## src/rtl/ftm_pkg.sv

```systemverilog
// shared types and constants of the frame time meter
`default_nettype none
package ftm_pkg;

  localparam int HIST_SIZE = 64;
  localparam int HIST_AW   = (HIST_SIZE > 1) ? $clog2(HIST_SIZE) : 1;
  localparam int CNT_W     = $clog2(HIST_SIZE + 1);

  localparam int TIME_W  = 48;
  localparam int DELTA_W = 32;
  localparam int GAME_W  = 34;
  localparam int SCALE_W = 11;
  localparam int FPS_W   = 28;
  localparam int FRAME_W = 32;
  localparam int SUM_W   = DELTA_W + HIST_AW;
  localparam int PROD_W  = DELTA_W + SCALE_W;

  localparam int DIV_W  = SUM_W;
  localparam int ITER_W = $clog2(DIV_W + 1);

  localparam int FIFO_DEPTH = 4;
  localparam int FIFO_AW    = $clog2(FIFO_DEPTH);

  localparam int CFG_IDX_W = 4;

  localparam logic [SCALE_W-1:0] SCALE_MAX   = SCALE_W'(1024);
  localparam logic [SCALE_W-1:0] SCALE_RESET = SCALE_W'(256);
  localparam logic [FPS_W-1:0]   FPS_NUM     = FPS_W'(256000000);
  localparam logic [DIV_W-1:0]   FPS_DIVIDEND =
    {FPS_NUM, {(DIV_W - FPS_W){1'b0}}};

  typedef enum logic [CFG_IDX_W-1:0] {
    REG_TIME_SCALE = 4'd0,
    REG_PAUSED     = 4'd1
  } cfg_reg_t;

  typedef enum logic [2:0] {
    BK_IDLE,
    BK_UPDATE,
    BK_AVG,
    BK_FPS,
    BK_DONE
  } back_state_t;

  typedef struct packed {
    logic [DELTA_W-1:0] delta;
    logic [FRAME_W-1:0] frame;
  } job_t;

  typedef struct packed {
    logic               start;
    logic [DIV_W-1:0]   dividend;
    logic [DELTA_W-1:0] divisor;
    logic [ITER_W-1:0]  iters;
  } div_req_t;

endpackage
`default_nettype wire

```

## src/rtl/ftm_fifo.sv

```systemverilog
// short job queue between the front and back parts
`default_nettype none
module ftm_fifo (
  input  wire logic          clk,
  input  wire logic          rst,
  input  wire logic          wr_en,
  input  wire ftm_pkg::job_t wr_data,
  output logic               full,
  input  wire logic          rd_en,
  output ftm_pkg::job_t      rd_data,
  output logic               empty
);

  ftm_pkg::job_t                 store [ftm_pkg::FIFO_DEPTH];
  logic [ftm_pkg::FIFO_AW-1:0]   wr_ptr;
  logic [ftm_pkg::FIFO_AW-1:0]   rd_ptr;
  logic [ftm_pkg::FIFO_AW:0]     count;
  logic                          do_wr;
  logic                          do_rd;

  assign full    = (count == (ftm_pkg::FIFO_AW + 1)'(ftm_pkg::FIFO_DEPTH));
  assign empty   = (count == '0);
  assign do_wr   = wr_en && !full;
  assign do_rd   = rd_en && !empty;
  assign rd_data = store[rd_ptr];

  always_ff @(posedge clk) begin
    if (rst) begin
      wr_ptr <= '0;
      rd_ptr <= '0;
      count  <= '0;
    end else begin
      if (do_wr) begin
        wr_ptr <= (wr_ptr == ftm_pkg::FIFO_AW'(ftm_pkg::FIFO_DEPTH - 1)) ? '0 : wr_ptr + 1'b1;
      end
      if (do_rd) begin
        rd_ptr <= (rd_ptr == ftm_pkg::FIFO_AW'(ftm_pkg::FIFO_DEPTH - 1)) ? '0 : rd_ptr + 1'b1;
      end
      if (do_wr && !do_rd) begin
        count <= count + 1'b1;
      end else if (do_rd && !do_wr) begin
        count <= count - 1'b1;
      end
    end
  end

  always_ff @(posedge clk) begin
    if (do_wr) begin
      store[wr_ptr] <= wr_data;
    end
  end

endmodule
`default_nettype wire

```

## src/rtl/ftm_front.sv

```systemverilog
// front part: takes timestamps, forms the real delta and frame number
`default_nettype none
module ftm_front (
  input  wire logic                        clk,
  input  wire logic                        rst,
  input  wire logic                        push,
  input  wire logic [ftm_pkg::TIME_W-1:0]  now_us,
  input  wire logic                        q_full,
  output logic                             job_push,
  output ftm_pkg::job_t                    job
);

  logic                          first_flag;
  logic [ftm_pkg::TIME_W-1:0]    last_time;
  logic [ftm_pkg::FRAME_W-1:0]   frames_seen;
  logic [ftm_pkg::TIME_W-1:0]    diff;
  logic                          backward;
  logic [ftm_pkg::DELTA_W-1:0]   delta;

  assign job_push = push && !q_full;
  assign diff     = now_us - last_time;
  assign backward = now_us < last_time;

  always_comb begin
    if (first_flag || backward) begin
      delta = '0;
    end else if (diff[ftm_pkg::TIME_W-1:ftm_pkg::DELTA_W] != '0) begin
      // long frame saturates
      delta = '1;
    end else begin
      delta = diff[ftm_pkg::DELTA_W-1:0];
    end
  end

  assign job.delta = delta;
  assign job.frame = frames_seen;

  always_ff @(posedge clk) begin
    if (rst) begin
      first_flag  <= 1'b1;
      last_time   <= '0;
      frames_seen <= '0;
    end else if (job_push) begin
      first_flag  <= 1'b0;
      last_time   <= now_us;
      frames_seen <= frames_seen + 1'b1;
    end
  end

endmodule
`default_nettype wire

```

## src/rtl/ftm_div.sv

```systemverilog
// serial restoring divider, one quotient bit per cycle
`default_nettype none
module ftm_div (
  input  wire logic                         clk,
  input  wire logic                         rst,
  input  wire ftm_pkg::div_req_t            req,
  output logic                              done,
  output logic [ftm_pkg::DIV_W-1:0]         quotient
);

  logic                           busy;
  logic [ftm_pkg::ITER_W-1:0]     cnt;
  logic [ftm_pkg::DELTA_W-1:0]    rem;
  logic [ftm_pkg::DIV_W-1:0]      dvd;
  logic [ftm_pkg::DELTA_W-1:0]    dsr;
  logic [ftm_pkg::DELTA_W:0]      rem_sh;
  logic [ftm_pkg::DELTA_W:0]      rem_sub;
  logic                           ge;
  logic                           load;

  assign load    = req.start && !busy;
  assign rem_sh  = {rem, dvd[ftm_pkg::DIV_W-1]};
  assign ge      = rem_sh >= {1'b0, dsr};
  assign rem_sub = rem_sh - {1'b0, dsr};

  always_ff @(posedge clk) begin
    if (rst) begin
      busy <= 1'b0;
      done <= 1'b0;
      cnt  <= '0;
    end else begin
      done <= 1'b0;
      if (load) begin
        busy <= 1'b1;
        cnt  <= req.iters;
      end else if (busy) begin
        cnt <= cnt - 1'b1;
        if (cnt == ftm_pkg::ITER_W'(1)) begin
          busy <= 1'b0;
          done <= 1'b1;
        end
      end
    end
  end

  always_ff @(posedge clk) begin
    if (load) begin
      rem      <= '0;
      dvd      <= req.dividend;
      dsr      <= req.divisor;
      quotient <= '0;
    end else if (busy) begin
      rem      <= ge ? rem_sub[ftm_pkg::DELTA_W-1:0] : rem_sh[ftm_pkg::DELTA_W-1:0];
      dvd      <= {dvd[ftm_pkg::DIV_W-2:0], 1'b0};
      quotient <= {quotient[ftm_pkg::DIV_W-2:0], ge};
    end
  end

endmodule
`default_nettype wire

```

## src/rtl/ftm_back.sv

```systemverilog
// back part: game time, delta history, average and frame rate
`default_nettype none
module ftm_back (
  input  wire logic                          clk,
  input  wire logic                          rst,
  input  wire logic                          job_valid,
  input  wire ftm_pkg::job_t                 job,
  output logic                               job_pop,
  input  wire logic [ftm_pkg::SCALE_W-1:0]   time_scale,
  input  wire logic                          paused,
  input  wire logic                          out_take,
  output logic                               out_valid,
  output logic [ftm_pkg::DELTA_W-1:0]        real_delta_us,
  output logic [ftm_pkg::GAME_W-1:0]         game_delta_us,
  output logic [ftm_pkg::TIME_W-1:0]         game_time_us,
  output logic [ftm_pkg::DELTA_W-1:0]        avg_frame_us,
  output logic [ftm_pkg::FPS_W-1:0]          fps_q8,
  output logic [ftm_pkg::FRAME_W-1:0]        frame_number
);

  ftm_pkg::back_state_t           state;
  ftm_pkg::back_state_t           state_next;
  ftm_pkg::div_req_t              div_req;
  logic                           div_done;
  logic [ftm_pkg::DIV_W-1:0]      div_quo;

  logic [ftm_pkg::DELTA_W-1:0]    hist_mem [ftm_pkg::HIST_SIZE];
  logic [ftm_pkg::HIST_SIZE-1:0]  hist_vld;
  logic [ftm_pkg::DELTA_W-1:0]    rd_data;
  logic                           rd_vld;
  logic [ftm_pkg::HIST_AW-1:0]    slot;
  logic [ftm_pkg::SUM_W-1:0]      history_sum;
  logic [ftm_pkg::CNT_W-1:0]      nonzero_count;
  logic [ftm_pkg::TIME_W-1:0]     game_time;

  logic [ftm_pkg::DELTA_W-1:0]    cur_delta;
  logic [ftm_pkg::FRAME_W-1:0]    cur_frame;
  logic [ftm_pkg::PROD_W-1:0]     prod;
  logic [ftm_pkg::GAME_W-1:0]     res_game_delta;
  logic [ftm_pkg::TIME_W-1:0]     res_game_time;
  logic [ftm_pkg::DELTA_W-1:0]    res_avg;
  logic [ftm_pkg::FPS_W-1:0]      res_fps;

  logic [ftm_pkg::DELTA_W-1:0]    old_val;
  logic [ftm_pkg::GAME_W-1:0]     game_delta_new;
  logic [ftm_pkg::TIME_W-1:0]     game_time_new;
  logic [ftm_pkg::SUM_W-1:0]      sum_next;
  logic [ftm_pkg::CNT_W-1:0]      cnt_next;
  logic                           out_load;

  ftm_div u_div (
    .clk      (clk),
    .rst      (rst),
    .req      (div_req),
    .done     (div_done),
    .quotient (div_quo)
  );

  // entries never written since reset read as zero
  assign old_val        = rd_vld ? rd_data : '0;
  assign game_delta_new = paused ? '0 : prod[8 +: ftm_pkg::GAME_W];
  assign game_time_new  = game_time + ftm_pkg::TIME_W'(game_delta_new);
  assign sum_next       = history_sum - ftm_pkg::SUM_W'(old_val)
                        + ftm_pkg::SUM_W'(cur_delta);
  assign cnt_next       = nonzero_count
                        - ftm_pkg::CNT_W'(old_val != '0)
                        + ftm_pkg::CNT_W'(cur_delta != '0);

  always_comb begin
    state_next = state;
    job_pop    = 1'b0;
    div_req    = '0;
    out_load   = 1'b0;
    case (state)
      ftm_pkg::BK_IDLE: begin
        if (job_valid) begin
          job_pop    = 1'b1;
          state_next = ftm_pkg::BK_UPDATE;
        end
      end
      ftm_pkg::BK_UPDATE: begin
        if (cnt_next == '0) begin
          state_next = ftm_pkg::BK_DONE;
        end else begin
          div_req.start    = 1'b1;
          div_req.dividend = sum_next;
          div_req.divisor  = ftm_pkg::DELTA_W'(cnt_next);
          div_req.iters    = ftm_pkg::ITER_W'(ftm_pkg::DIV_W);
          state_next       = ftm_pkg::BK_AVG;
        end
      end
      ftm_pkg::BK_AVG: begin
        if (div_done) begin
          // avg is at least one here since every counted entry is nonzero
          div_req.start    = 1'b1;
          div_req.dividend = ftm_pkg::FPS_DIVIDEND;
          div_req.divisor  = div_quo[ftm_pkg::DELTA_W-1:0];
          div_req.iters    = ftm_pkg::ITER_W'(ftm_pkg::FPS_W);
          state_next       = ftm_pkg::BK_FPS;
        end
      end
      ftm_pkg::BK_FPS: begin
        if (div_done) begin
          state_next = ftm_pkg::BK_DONE;
        end
      end
      ftm_pkg::BK_DONE: begin
        if (!out_valid || out_take) begin
          out_load   = 1'b1;
          state_next = ftm_pkg::BK_IDLE;
        end
      end
      default: begin
        state_next = ftm_pkg::BK_IDLE;
      end
    endcase
  end

  always_ff @(posedge clk) begin
    if (rst) begin
      state         <= ftm_pkg::BK_IDLE;
      hist_vld      <= '0;
      rd_vld        <= 1'b0;
      slot          <= '0;
      history_sum   <= '0;
      nonzero_count <= '0;
      game_time     <= '0;
      out_valid     <= 1'b0;
    end else begin
      state <= state_next;
      if (job_pop) begin
        rd_vld <= hist_vld[slot];
      end
      if (state == ftm_pkg::BK_UPDATE) begin
        hist_vld[slot] <= 1'b1;
        history_sum    <= sum_next;
        nonzero_count  <= cnt_next;
        game_time      <= game_time_new;
        slot <= (slot == ftm_pkg::HIST_AW'(ftm_pkg::HIST_SIZE - 1)) ? '0 : slot + 1'b1;
      end
      if (out_load) begin
        out_valid <= 1'b1;
      end else if (out_take) begin
        out_valid <= 1'b0;
      end
    end
  end

  // history ring
  always_ff @(posedge clk) begin
    if (job_pop) begin
      rd_data <= hist_mem[slot];
    end
    if (state == ftm_pkg::BK_UPDATE) begin
      hist_mem[slot] <= cur_delta;
    end
  end

  always_ff @(posedge clk) begin
    if (job_pop) begin
      cur_delta <= job.delta;
      cur_frame <= job.frame;
      prod      <= ftm_pkg::PROD_W'(job.delta) * ftm_pkg::PROD_W'(time_scale);
    end
    if (state == ftm_pkg::BK_UPDATE) begin
      res_game_delta <= game_delta_new;
      res_game_time  <= game_time_new;
      if (cnt_next == '0) begin
        res_avg <= '0;
        res_fps <= '0;
      end
    end
    if (state == ftm_pkg::BK_AVG && div_done) begin
      res_avg <= div_quo[ftm_pkg::DELTA_W-1:0];
    end
    if (state == ftm_pkg::BK_FPS && div_done) begin
      res_fps <= div_quo[ftm_pkg::FPS_W-1:0];
    end
    if (out_load) begin
      real_delta_us <= cur_delta;
      game_delta_us <= res_game_delta;
      game_time_us  <= res_game_time;
      avg_frame_us  <= res_avg;
      fps_q8        <= res_fps;
      frame_number  <= cur_frame;
    end
  end

endmodule
`default_nettype wire

```

## src/rtl/frame_time_meter.sv

```systemverilog
// frame time meter top level: config registers, front, job queue, back
// path from push transfer to result shown: queue and update, the average and the frame rate
//   on one serial divider, then the output register
// back part takes a new frame only when done with the last, set by the two passes through the
//   serial divider, skipped when no history entry is nonzero. the job queue holds 4 frames meanwhile
// reset: synchronous, clears all history at once through per-entry valid bits, no clearing pass
`default_nettype none
module frame_time_meter (
  input  wire logic                            clk,
  input  wire logic                            rst,
  input  wire logic                            push,
  output logic                                 full,
  input  wire logic [ftm_pkg::TIME_W-1:0]      now_us,
  output logic                                 empty,
  input  wire logic                            pop,
  output logic [ftm_pkg::DELTA_W-1:0]          real_delta_us,
  output logic [ftm_pkg::GAME_W-1:0]           game_delta_us,
  output logic [ftm_pkg::TIME_W-1:0]           game_time_us,
  output logic [ftm_pkg::DELTA_W-1:0]          avg_frame_us,
  output logic [ftm_pkg::FPS_W-1:0]            fps_q8,
  output logic [ftm_pkg::FRAME_W-1:0]          frame_number,
  input  wire logic                            cfg_valid,
  output logic                                 cfg_ready,
  input  wire logic [ftm_pkg::CFG_IDX_W-1:0]   cfg_index,
  input  wire logic [ftm_pkg::SCALE_W-1:0]     cfg_data
);

  logic [ftm_pkg::SCALE_W-1:0]  time_scale;
  logic                         paused;
  logic                         q_full;
  logic                         q_empty;
  logic                         job_push;
  logic                         job_pop;
  ftm_pkg::job_t                job_in;
  ftm_pkg::job_t                job_out;
  logic                         out_valid;
  logic                         out_take;

  assign cfg_ready = 1'b1;
  assign full      = q_full;
  assign empty     = !out_valid;
  assign out_take  = pop && out_valid;

  always_ff @(posedge clk) begin
    if (rst) begin
      time_scale <= ftm_pkg::SCALE_RESET;
      paused     <= 1'b0;
    end else if (cfg_valid && cfg_ready) begin
      case (cfg_index)
        ftm_pkg::REG_TIME_SCALE: begin
          time_scale <= (cfg_data > ftm_pkg::SCALE_MAX) ? ftm_pkg::SCALE_MAX : cfg_data;
        end
        ftm_pkg::REG_PAUSED: begin
          paused <= cfg_data[0];
        end
        default: begin
        end
      endcase
    end
  end

  ftm_front u_front (
    .clk      (clk),
    .rst      (rst),
    .push     (push),
    .now_us   (now_us),
    .q_full   (q_full),
    .job_push (job_push),
    .job      (job_in)
  );

  ftm_fifo u_fifo (
    .clk     (clk),
    .rst     (rst),
    .wr_en   (job_push),
    .wr_data (job_in),
    .full    (q_full),
    .rd_en   (job_pop),
    .rd_data (job_out),
    .empty   (q_empty)
  );

  ftm_back u_back (
    .clk           (clk),
    .rst           (rst),
    .job_valid     (!q_empty),
    .job           (job_out),
    .job_pop       (job_pop),
    .time_scale    (time_scale),
    .paused        (paused),
    .out_take      (out_take),
    .out_valid     (out_valid),
    .real_delta_us (real_delta_us),
    .game_delta_us (game_delta_us),
    .game_time_us  (game_time_us),
    .avg_frame_us  (avg_frame_us),
    .fps_q8        (fps_q8),
    .frame_number  (frame_number)
  );

`ifndef SYNTHESIS
  // nothing waits on the result side right after reset
  a_empty_after_reset: assert property (@(posedge clk) $past(rst) |-> empty)
    else $error("result shown right after reset");

  // scale never exceeds 4.0
  a_game_delta_bound: assert property (@(posedge clk) disable iff (rst)
    !empty |-> (game_delta_us <= {real_delta_us, 2'b00}))
    else $error("game delta above four times real delta");

  a_paused_zero: assert property (@(posedge clk) disable iff (rst)
    (!empty && paused) |-> (game_delta_us == '0))
    else $error("game delta nonzero while paused");

  // no nonzero history entries means no rate
  a_fps_needs_avg: assert property (@(posedge clk) disable iff (rst)
    (!empty && avg_frame_us == '0) |-> (fps_q8 == '0))
    else $error("frame rate without an average");
`endif

endmodule
`default_nettype wire

```

## config.mk

```make
export PLATFORM = sky130hd
export DESIGN_NAME = frame_time_meter
export DESIGN_NICKNAME = d
export VERILOG_FILES = /design/src/rtl/ftm_pkg.sv /design/src/rtl/ftm_fifo.sv /design/src/rtl/ftm_front.sv /design/src/rtl/ftm_div.sv /design/src/rtl/ftm_back.sv /design/src/rtl/frame_time_meter.sv
export SDC_FILE = /design/constraint.sdc
export NUM_CORES = 2
export LEC_CHECK = 0
export ABC_CLOCK_PERIOD_IN_PS = 14000
export BUFFER_PORTS_ARGS = -buffer_cell sky130_fd_sc_hd__buf_4
export CORE_MARGIN = 8
export CORE_UTILIZATION = 57
export DETAILED_ROUTE_END_ITERATION = 12
export PLACE_DENSITY = 0.78
export SETUP_SLACK_MARGIN = 0.4
export SYNTH_ARGS = -nofsm -noshare
export SYNTH_HDL_FRONTEND = slang
export SYNTH_SLANG_ARGS = --single-unit
export TNS_END_PERCENT = 30
```

## constraint.sdc

```tcl
create_clock -name clk -period 14 [get_ports clk]
set_input_delay 0.7 -clock clk [delete_from_list [all_inputs] [get_ports clk]]
set_output_delay 0.7 -clock clk [all_outputs]
set_load 0.05 [all_outputs]
```

# --- Word-level counts from Yosys, hierarchy flattened ---
# Memory sizes are Yosys's and may differ from the RTL's. A register that Yosys moved wholly into a read port is not among the register bits.
# Cells that the tools add are included.
word_totals:
  reg_bits: 864
  ram_bits: 2304
  output_inout_bits: 209
  memories: 2
memory_table:
  columns: ["memory", "depth", "word_bits", "rd", "rd_ports_with_merged_regs", "wr", "line_no", "source"]
  rows:
  - ["u_back.hist_mem", 64, 32, 1, 1, 1, "ftm_back.sv:27", "logic [ftm_pkg::DELTA_W-1:0] hist_mem [ftm_pkg::HIST_SIZE];"]
  - ["u_fifo.store", 4, 64, 1, 1, 1, "ftm_fifo.sv:14", "ftm_pkg::job_t store [ftm_pkg::FIFO_DEPTH];"]
classes:
  n_addsub: 14
  mul: 1
  n_lt_le_gt_ge: 5
  n_eq_ne: 14
  mux: 50
  bitwise: 2
  reduce_logical: 38
ops:
  columns: ["cell", "n"]
  rows:
  - ["$mux W32", 7]
  - ["$mux W77", 2]
  - ["$pmux W77 S2", 1]
  - ["$mux W28", 3]
  - ["$mux W38", 2]
  - ["$or A64 B64 Y64", 1]
  - ["$reduce_bool A32 Y1", 2]
  - ["$add A48 B34 Y48", 1]
  - ["$lt A48 B48 Y1", 1]
  - ["$sub A48 B48 Y48", 1]
  - ["$mul A32 B11 Y42", 1]
  - ["$add A38 B32 Y38", 1]
  - ["$sub A38 B32 Y38", 1]
  - ["$mux W34", 1]
  - ["$ge A33 B32 Y1", 1]
  - ["$add A32 B1 Y32 const B", 1]
  - ["$sub A32 B32 Y32", 1]
  - ["$mux W3", 7]
  - ["$mux W6", 3]
  - ["$mux W1", 16]
  - ["$reduce_bool A16 Y1", 1]
  - ["$pmux W3 S5", 1]
  - ["$reduce_bool A2 Y1", 7]
  - ["$gt A11 B11 Y1 const B", 1]
  - ["other kinds (32)", 60]

# --- Depth between registers and ports, before layout ---
logic_depth:
  ltp_word: 9
  ltp_mapped: 27
  depth_no_buf: 24

# --- Cells and area by module ---
# From an unflattened synthesis, not the netlist that was laid out.
unflattened:
  hier_cells: 9428
  area_unflattened_um2: 136269.4
modules_own_cells:
  columns: ["module", "n_inst", "cells_each", "area_each_um2", "seq_area_each_um2"]
  rows:
  - ["ftm_back", 1, 7326, 111953.6, 79216.0]
  - ["ftm_fifo", 1, 384, 9733.1, 7867.5]
  - ["ftm_div", 1, 722, 7375.8, 3663.5]
  - ["ftm_front", 1, 934, 6616.3, 1621.6]
  - ["frame_time_meter", 1, 62, 590.6, 240.2]

# --- Worst setup path after synthesis ---
# No wires, ideal clock.
synth_path:
  kind: "input port to flip-flop"
  startpoint: "input port pop"
  endpoint: "register u_back.avg_frame_us[0] in the netlist's numbering (enable)"
  setup_ns: 0.776
  arrival_time_ns: 9.311
  setup_slack_ns: 3.913
  cell_stages: 2
  path_buffers: 0
  cell_sequence: "nor2_1 -> nor2_1"
synth_via:
  elab_chain_len: 4
synth_rtl:
  columns: ["element", "line_no", "source"]
  rows:
  - ["start, declared", "frame_time_meter.sv:15", "input wire logic pop,"]
  - ["$logic_and A1 B1 Y1", "frame_time_meter.sv:42", "assign out_take = pop && out_valid;"]
  - ["$logic_or A1 B1 Y1", "ftm_back.sv:108", "if (!out_valid || out_take) begin"]
  - ["$mux W1", "ftm_back.sv:108", null]
  - ["$mux W1", "ftm_back.sv:74", "case (state)"]
  - ["via u_back.out_load", "ftm_back.sv:49", "logic out_load;"]
  - ["end signal, assigned", "ftm_back.sv:183", "avg_frame_us <= res_avg;"]
  - ["end, declared", "ftm_back.sv:16", "output logic [ftm_pkg::DELTA_W-1:0] avg_frame_us,"]
# The timed path passes the listed nets, and every way through them passes these cells.
# A chain may end at the register's enable or synchronous reset.

==> reports/results.ini <==
[final_layout]
drive_above_1_share = 0.1187
regArea_sq_mm = 0.09250
nNetsFinal = 10100
multiInputGateArea_sq_mm = 0.03819
syn_to_final_growth_pct = 12.45
nFillCells = 15760
final_util = 0.6430
fin_area_sq_mm = 0.1508
fin_cells = 12890

[power_and_ir_drop]
leakagePower_nw = 51.78
total_power_mw = 29.72
irDropWorstVdd_v = 0.0002516
p_per_area_mw_per_mm2 = 197.1

[synth]
ys.flop_type = edfxtp_1
yosys.area.top_type_share = 0.6386
synth-edff-count = 2852
synth_seq_cells = 3194
synthTopCellsByArea = edfxtp_1 (64%), dfxtp_1 (5.1%), fa_1 (4.5%)
async_reset_ff_frac = 0
synthesis.nets = 9802
syn_avg_cell_area_sq_um = 14.60
yosysTopAreaCell = edfxtp_1
seq_area_frac_synth = 0.6897
yosysUniqueCellTypes = 89
ys_warn_count = 0
synth_most_common_cell = edfxtp_1
synthTopCellsByCount = edfxtp_1 (2852), nand2_1 (642), a22oi_1 (592)
postSynthCellCount = 9186
synth_area_sq_mm = 0.1341

[drt]
remaining_drc_errors = 0
drtPass1Iterations = 8
met1_length_mm = 134.8
viasPerCell = 6.583
highest_layer = met5
drt_iter0_markers = 12190
wl_per_cell_um = 28.46
wl_met3_mm = 49.52
drt_wl_total_mm = 366.9
dr_wl_met2_mm = 166.6
final_antenna_net_count = 0
vias = 84870

[placement]
dp_slack_ps = 6408
hpwl_mm = 216.2
gp_congestion = 0.8887
port_buffers = 275
place_inst = 12300
post_dp_cell_area_sq_mm = 0.1404

[timing]
worst_slew_pin_slew_ps = 1414
final_hold_viol_count = 0
final.setup_skew_ps = 101.8
rsz0062_at_grt = no
whs_ps = 50.36
maxSlewHeadroom = 0.04839
max_freq_ghz = 0.1329
period_minus_slack_ps = 7526
worst_slack_ps = 6474
fin_tns_setup_ps = 0
period_share = 0.5376
setup_viol = 0
drv_slew = 0

[clock_network]
cts_resized = 0
postCtsSetupBuffers = 0
cts_sinks = 3194
cts_root_buffer = clkbuf_16
numCtsBuffers = 324
htreeDepth = 5
path_clk_slew_ps = 60
clock_path_buffers = 4
clkLatencyLatePin_ps = 980
cts_tree = built
hold_buffers = 10

[worst_setup_path]
path_cells = buf_4 > mux4_2 > nand2_1 > fa_1 > fa_1 > inv_1 > fa_1 > fa_1 > fa_1 > ha_1 > a21o_1 > a21o_1 > a211oi_1 > o211a_1 > o21ai_2 > and3b_4 > or3b_4 > a31oi_1 > inv_1 > a21oi_1 > xnor2_1
crit_family = adder cells
crit_type = flop to flop
arrival_ps = 8180
cp_num_buf_inv = 3
crit_slowest_cell = buf_4
cp-end-kind = flop
worst-path-stages = 21
critPathMostFrequentCell = fa_1
r2r_cells = 21
max_stage_delay_ps = 820
cp_max_fo = 48
critPathLaunchType = flop
cp_data_required_time_ps = 14660

[hold_path]
min_path_cells = 3
holdCritPathClass = primary input to flop

[global_routing]
gr-total-overflow = 0
grt_usage = 0.2828
grt_max_degree = 132
grt_pass1_wl_mm = 534.5
grt_antenna_before_repair = 29
first_global_vias = 83370

[floorplan]
dieHeight_um = 501.0
io_pins = 277
core_sq_mm = 0.2345
die_w_um = 501.0
rows = 178
start_util = 0.5718
die_area_sq_mm = 0.2510

[flow_run]
maxCapViolations = 0

[outcome]
status = finished, final reports clean

state kept, by name (all words and copies together) (netlist names), 38 cells and up, named ones only:
| register | flops |
|---|---|
| u_back.hist_vld | 64 |
| u_fifo.store | 256 |
| u_back.history_sum | 38 |
| u_back.u_div.dvd | 38 |
| u_back.res_game_time | 48 |
| u_back.hist_mem | 2048 |
| u_front.last_time | 48 |
| u_back.game_time | 48 |
| u_back.game_time_us | 48 |
layout by cell type (no fill, tap or decap), types with 254 or more instances in the layout:
cell	synthesis	layout
a22oi_1	592	592
buf_4	3	466
dfxtp_1	342	337
nand2_1	642	640
nor2_1	425	358
and2_1	268	264
fa_1	304	304
clkbuf_16	0	328
a22o_1	281	281
a21oi_1	356	356
edfxtp_1	2852	2852
a31oi_1	254	254
inv_1	537	536
worst reg2reg max path, delay by kind of cell, from the launching register on:
kind            cells  cell delay (ps)
buf+inv             3              940
xor+xnor            1               90
fa+ha+maj           6             2730
simple gates        3              770
flops               1              560
mux                 1              780
compound gates      7             1390
layer usage:
metal | up-vias | GRT usage
met5 | - | 0
met4 | 28 | 0.1071
met3 | 1048 | 0.07492
met2 | 6349 | 0.4444
met1 | 41920 | 0.3826
li1 | 35530 | -
cell type report:
cell class / instances / share of cell area
Antenna cell: 10 / 0.0001659
Clock buffer: 409 / 0.05777
Clock inverter: 165 / 0.01047
Inverter: 540 / 0.01351
Multi-Input combinational cell: 4938 / 0.2533
Sequential cell: 3194 / 0.6134
Tap cell: 3150 / 0.02614
Timing Repair Buffer: 487 / 0.02529
cell families (layout without fill, tap and decap cells):
family                   count (synthesis)  in the layout  share of synthesized area
other                                    1             11                 0.00002796
XOR/XNOR                               206            206                    0.01345
AND/OR/NAND/NOR                       1902           1902                    0.06828
AO/OA/AOI/OAI                         2168           2168                     0.1160
adder cells (fa/ha/maj)                548            548                    0.06815
flip-flops                            3194           3194                     0.6897
buffers and inverters                 1054           1601                    0.02991
multiplexers                           113            113                    0.01450
report_power, final:
group | switching, mW | total, mW | internal [mW]
Clock | 3.57 | 8.46 | 4.89
Combinational | 5.88 | 8.48 | 2.60
Sequential | 0.326 | 12.8 | 12.4
path summary, 6_finish.rpt:
| path | startpoint | to | slack (ps) |
|---|---|---|---|
| max | flop | u_back.prod[31] | 6470 |
| min | now_us[32] | u_front.last_time[32] | 50 |
| max reg2reg | flop | u_back.prod[31] | 6470 |
| min reg2reg | u_back.res_avg[25] | u_back.avg_frame_us[25] | 390 |
Power figures use the tool's default switching activity.
